## src/rtl/lrp_pkg.sv

```systemverilog
`timescale 1ns / 1ps
`default_nettype none
// ----------------------------------------------------------------------------
// lrp_pkg
// Shared types and constants for the lidar return projection block.
// ----------------------------------------------------------------------------
package lrp_pkg;

	localparam logic OP_LOAD   = 1'b0;
	localparam logic OP_RETURN = 1'b1;

	localparam logic [2:0] CFG_BLANK = 3'd0;
	localparam logic [2:0] CFG_MAX   = 3'd1;
	localparam logic [2:0] CFG_SCALE = 3'd2;
	localparam logic [2:0] CFG_REF_X = 3'd3;
	localparam logic [2:0] CFG_REF_Y = 3'd4;
	localparam logic [2:0] CFG_REF_Z = 3'd5;

	localparam logic [15:0] BLANK_RESET = 16'd0;
	localparam logic [15:0] MAX_RESET   = 16'd2000;
	localparam logic [7:0]  SCALE_RESET = 8'd1;

	localparam logic [15:0] ANGLE_FULL    = 16'd36000;
	localparam logic [15:0] ANGLE_QUARTER = 16'd9000;
	localparam logic [15:0] ANGLE_HALF    = 16'd18000;
	localparam logic [15:0] ANGLE_3Q      = 16'd27000;

	// PI_Q30 = ANGLE_HALF * XR_Q + XR_R
	localparam logic [17:0] XR_Q = 18'd187403;
	localparam logic [12:0] XR_R = 13'd5426;

	localparam logic [31:0] ONE_Q30 = 32'h4000_0000;
	localparam logic [14:0] SERIES_DIV [5] = '{15'd110, 15'd72, 15'd42, 15'd20, 15'd6};

	localparam logic signed [31:0] POS_MAX = 32'sh7fff_ffff;
	localparam logic signed [31:0] NEG_MAX = 32'sh8000_0000;

	typedef struct packed {
		logic [15:0] blank;
		logic [15:0] maxd;
		logic [7:0]  scale;
		logic [31:0] ref_x;
		logic [31:0] ref_y;
		logic [31:0] ref_z;
	} cfg_t;

	typedef struct packed {
		logic [15:0] cos_v;
		logic [15:0] sin_v;
		logic [15:0] rot;
		logic [12:0] doff;
	} cal_t;

	localparam int CAL_W = $bits(cal_t);

	typedef struct packed {
		logic        point;
		logic [15:0] bearing;
		logic [15:0] raw;
		logic [7:0]  inten;
		cal_t        cal;
	} job_t;

	typedef enum logic [3:0] {
		ST_IDLE,
		ST_ANGLE,
		ST_QUAD,
		ST_XR,
		ST_XR_DIV,
		ST_SQ,
		ST_T_MUL,
		ST_T_DIV,
		ST_SINE,
		ST_PROJ,
		ST_FIN,
		ST_DONE
	} state_t;

	function automatic logic signed [31:0] trunc_sat(input logic signed [63:0] v,
			input logic [4:0] sh);
		logic signed [63:0] bias;
		logic signed [63:0] w;
		logic signed [63:0] q;
		bias = (64'sd1 <<< sh) - 64'sd1;
		w = v[63] ? v + bias : v;
		q = w >>> sh;
		if (q > 64'(POS_MAX)) begin
			return POS_MAX;
		end else if (q < 64'(NEG_MAX)) begin
			return NEG_MAX;
		end
		return q[31:0];
	endfunction

endpackage
`default_nettype wire

```

## src/rtl/lrp_fifo.sv

```systemverilog
`timescale 1ns / 1ps
`default_nettype none
// ----------------------------------------------------------------------------
// lrp_fifo
// Two entry job queue between the front and back parts.
// ----------------------------------------------------------------------------
module lrp_fifo (
	input  wire logic          clk,
	input  wire logic          arst_n,
	input  wire logic          push,
	input  wire lrp_pkg::job_t push_job,
	output logic               full,
	input  wire logic          pop,
	output lrp_pkg::job_t      pop_job,
	output logic               empty
);
	lrp_pkg::job_t ent_q [2];
	logic       wr_q;
	logic       rd_q;
	logic [1:0] cnt_q;

	assign full    = cnt_q == 2'd2;
	assign empty   = cnt_q == 2'd0;
	assign pop_job = ent_q[rd_q];

	always_ff @(posedge clk or negedge arst_n) begin
		if (!arst_n) begin
			wr_q  <= 1'b0;
			rd_q  <= 1'b0;
			cnt_q <= '0;
		end else begin
			if (push) begin
				wr_q <= ~wr_q;
			end
			if (pop) begin
				rd_q <= ~rd_q;
			end
			if (push && !pop) begin
				cnt_q <= cnt_q + 2'd1;
			end else if (pop && !push) begin
				cnt_q <= cnt_q - 2'd1;
			end
		end
	end

	always_ff @(posedge clk) begin
		if (push) begin
			ent_q[wr_q] <= push_job;
		end
	end
endmodule
`default_nettype wire

```

## config.mk

```make
export PLATFORM = sky130hd
export DESIGN_NAME = lrp_fifo
export DESIGN_NICKNAME = d
export VERILOG_FILES = /design/src/rtl/lrp_pkg.sv /design/src/rtl/lrp_fifo.sv
export SDC_FILE = /design/constraint.sdc
export NUM_CORES = 1
export LEC_CHECK = 0
export ABC_CLOCK_PERIOD_IN_PS = 17550
export CAP_MARGIN = 5
export CORE_MARGIN = 2
export CORE_UTILIZATION = 60
export DETAILED_ROUTE_END_ITERATION = 8
export DONT_BUFFER_PORTS = 1
export PLACE_DENSITY = 0.76
export SYNTH_ARGS = -nofsm -noshare
export SYNTH_HDL_FRONTEND = slang
export SYNTH_SLANG_ARGS = --single-unit
```

## constraint.sdc

```tcl
create_clock -name clk -period 17.55 [get_ports clk]
set_input_delay 3.51 -clock clk [delete_from_list [all_inputs] [get_ports clk]]
set_output_delay 3.51 -clock clk [all_outputs]
set_load 0.02 [all_outputs]
```

Word-level counts from Yosys, hierarchy flattened
Memories as Yosys holds them, arrays and structs flattened.
Index checks and enable logic that the tools add are counted.
{"block": "word_totals", "regBits": 4, "ramBits": 204, "input_bits": 106, "output_inout_bits": 104, "word_cells": 19, "mem_count": 1}
{"block": "classes", "n_addsub": 2, "n_eq_ne": 1, "n_mux": 4, "n_bitwise": 2, "reduce_logical": 6}
{"name": "ent_q", "words": 2, "word_bits": 102, "rd": 1, "rd_ports_with_merged_regs": 0, "write_ports": 1, "line": "lrp_fifo.sv:17", "source": "lrp_pkg::job_t ent_q [2];"}
{"cell": "$mux 2", "n": 2}
{"cell": "$add 2x1->2 const B", "n": 1}
{"cell": "$eq 2x2->1 const B", "n": 1}
{"cell": "$logic_and 1x1->1", "n": 2}
{"cell": "$logic_not 1->1", "n": 2}
{"cell": "$logic_not 2->1", "n": 1}
{"cell": "$mux 1", "n": 2}
{"cell": "$not 1->1", "n": 2}
{"cell": "$reduce_bool 2->1", "n": 1}
{"cell": "$sub 2x1->2 const B", "n": 1}

Longest topological paths before layout
{"block": "depth", "depth_word": 4, "depth_mapped": 5, "mapped_depth_nobuf": 5}

Least setup slack after synthesis
OpenSTA, ideal clock, no wires.
{"block": "synth_path", "kind": "input to register", "startpoint": "input push", "endpoint": "memory ent_q[0][0] (netlist bit), enable pin", "setup_ps": 576, "t_arrival_ps": 7948, "t_required_ps": 16974, "setup_slack_ps": 9026, "cell_stages": 1, "n_path_buf": 0, "cell_sequence": "nor2b_1"}
{"block": "synth_between", "elab_chain_len": 2}
{"element": "from (decl)", "line": "lrp_fifo.sv:10", "source": "input wire logic push,"}
{"element": "$mux 1", "line": "lrp_fifo.sv:47", "source": "if (push) begin"}
{"element": "$mux 1 (not written as such)", "line": "lrp_fifo.sv:48", "source": "ent_q[wr_q] <= push_job;"}
{"element": "to (decl)", "line": "lrp_fifo.sv:17"}
Every way passes these cells.

==> summary.txt <==
Mapped Avg Cell Area - 22.7 um2
Critical path required time - 14040 ps
Global-route wire length before repair - 17000 um
CP Data Arrival Time - 2560 ps
Vias in the first global route - 3185
Critical Path Sink Type - output pin
EDFF count, synth - 204
Period utilization - 34.6%
Post-Synthesis Cells - 333
Skew-Pair Late Insertion Delay - 470 ps
Worst path depth - 2
Pre-Repair DR Iteration Count - 4
Nets - 456
Layout cells sized above 1 - 37.7%
Ports - 210
CTS Buf Count - 21
Ant diodes - 0
Slew margin rel. - 47.4%
Skew final - 6.02 ps
Gr busiest metal - met2
Hold Crit Endpoint - cnt_q[1]
Met1 usage - 17.9%
Synthesized net count - 440
Post-DRT Antenna Nets - 0
Max clock buf depth - 3
Commonest cells post-synth - edfxtp_1, mux2_2, buf_6
CTS tree - done
Hold_buf cts - 0
Final Routed Wirelength - 12000 um
GRT Total Usage - 16.6%
Yosys top cell by area - edfxtp_1
Detail Placement HPWL - 7720 um
Most frequent cell after synthesis - edfxtp_1
Via density - 5.69
Power per cell area - 179 nW/um2
Worst slew pin tran - 789 ps
Die Y - 116 um
Critical path class - flop to output pin
Drt drc - 0
CTS H-Tree Depth - 1
Hold Crit Depth - 1
Grt total ovfl - 0
Die X - 116 um
Clock-pin slew on the worst setup and hold paths - 60 ps
PortBufs - 0
Placer Congestion - 0.726
Maximum VDD drop - 0.113 mV
Met3 Usage GRT - 9.34%
Core area - 12500 um2
Pin count of the biggest net entering global routing - 58
CTS root buffer - clkbuf_16
Primary FF master, synth - edfxtp_1
Worst min path class - flop to flop
Register area share after synthesis - 82.3%
Startpoint types - flop
Routed len/inst - 22.5 um
CP top delay family - flip-flops
Fmax - 0.165 GHz
Post-CTS setup repair buffer count - 0
Final Hold Viols - 0
Fraction of registers with async set/reset - 1.92%
Hold Crit Start - cnt_q[1]
Setup_tns - 0 ps
Status - finished clean
Clock sink count - 208
R2r startpoint - wr_q
Worst-path cell chain - buf_4, mux2_2
Syn-to-layout area delta - 10.7%
Die ar. - 13500 um2
CTS resizes - 0
Antenna violations before repair - 0
FF-to-FF End - ent_q[1][90]
Total Power - 1.50 mW
Slew Viols, Final - 0
Worst r2r path cells - 2
MaxCap Viol Count - 0
Crit-path slowest cell - dfrtp_4
Vias - 3042
Final setup violation count - 0
Initial Util - 60.7%
CP max FO - 53
Slowest stage delay, CP - 860 ps
Synth top area share - 81.0%
Crit path buf inv count - 1
Met2 GRT Util - 27.9%
Synthesized flop and latch total - 208
Leak Pwr - 2.75 nW
Reg2Reg Setup Slack - 15390 ps
Site row count - 41
RSZ-0062 raised after global routing - false
YS warnings - 0
Synth top area cells - edfxtp_1, mux2_2, dfrtp_1, buf_6, xor2_1
Fin crit period - 6070 ps
Synthesized area - 7560 um2
Starting DRT DRC Count - 224
Unique cell type count in the Yosys netlist - 13
[registers in the layout, summed over array words and instances, names as in the netlist]
name   count
rd_q       1
ent_q    204
wr_q       1
cnt_q      2
[layout make-up]
type,instances,area [um2]
Sequential cell,208,6230
Timing Repair Buffer,4,30.0
Tap cell,172,215
Clock buffer,26,554
Clock inverter,11,98.8
Inverter,1,3.75
Fill cell,795,4090
Multi-Input combinational cell,113,1240
[per-stage QoR]
stage	util (%)	hold WS [ps]	instance area (um2)	setup WS (ps)	std cells
after global routing	67.2	503	8370	11330	535
after floorplan	-	455	7560	9030	333
after CTS	67.2	492	8370	11440	535
after detailed placement	61.9	480	7720	11950	498
final	67.2	492	8370	11480	535
after global placement	61.9	475	7720	11960	498
[how the worst max path moves through the flow]
stage / from / end
after floorplan: push / ent_q[0][0]
after global placement: rd_q / pop_job[0]
after detailed placement: rd_q / pop_job[31]
after CTS: rd_q / pop_job[31]
after global routing: rd_q / pop_job[1]
final: rd_q / pop_job[92]
[cells in the final DEF, fill, tap and decap left out, types with 2 or more instances in the layout]
cell type / synthesis / layout
clkinv_2: 0 / 4
clkbuf_1: 0 / 4
clkinv_1: 0 / 5
mux2_2: 102 / 102
clkbuf_16: 0 / 21
buf_4: 1 / 4
edfxtp_1: 204 / 204
bufinv_16: 0 / 2
dfrtp_1: 4 / 3
nor2_1: 2 / 2
xor2_1: 4 / 4
[cells by family (layout without fill, tap and decap cells)]
kind of cell               count (synthesis)  in the layout  share of synthesized area [%]
muxes                                    102            102                           15.2
xor gates and xnor gates                   5              5                          0.579
DFF                                      208            208                           82.3
and+or+nand+nor                            5              5                          0.348
buffers and inverters                     12             42                           1.39
adders and majority gates                  1              1                          0.165
[metal layers]
layer  part of all wire (%)  vias up
met1                     34     1513
met4                    2.5        0
li1                       -     1350
met3                     14       21
met2                     49      158
met5                      0        -
[report_power, final]
group          internal [mW]  switching, mW
Sequential             0.661         0.0448
Clock                  0.252          0.163
Combinational          0.122          0.253
Total                   1.03          0.461
Power figures use the tool's default switching activity.
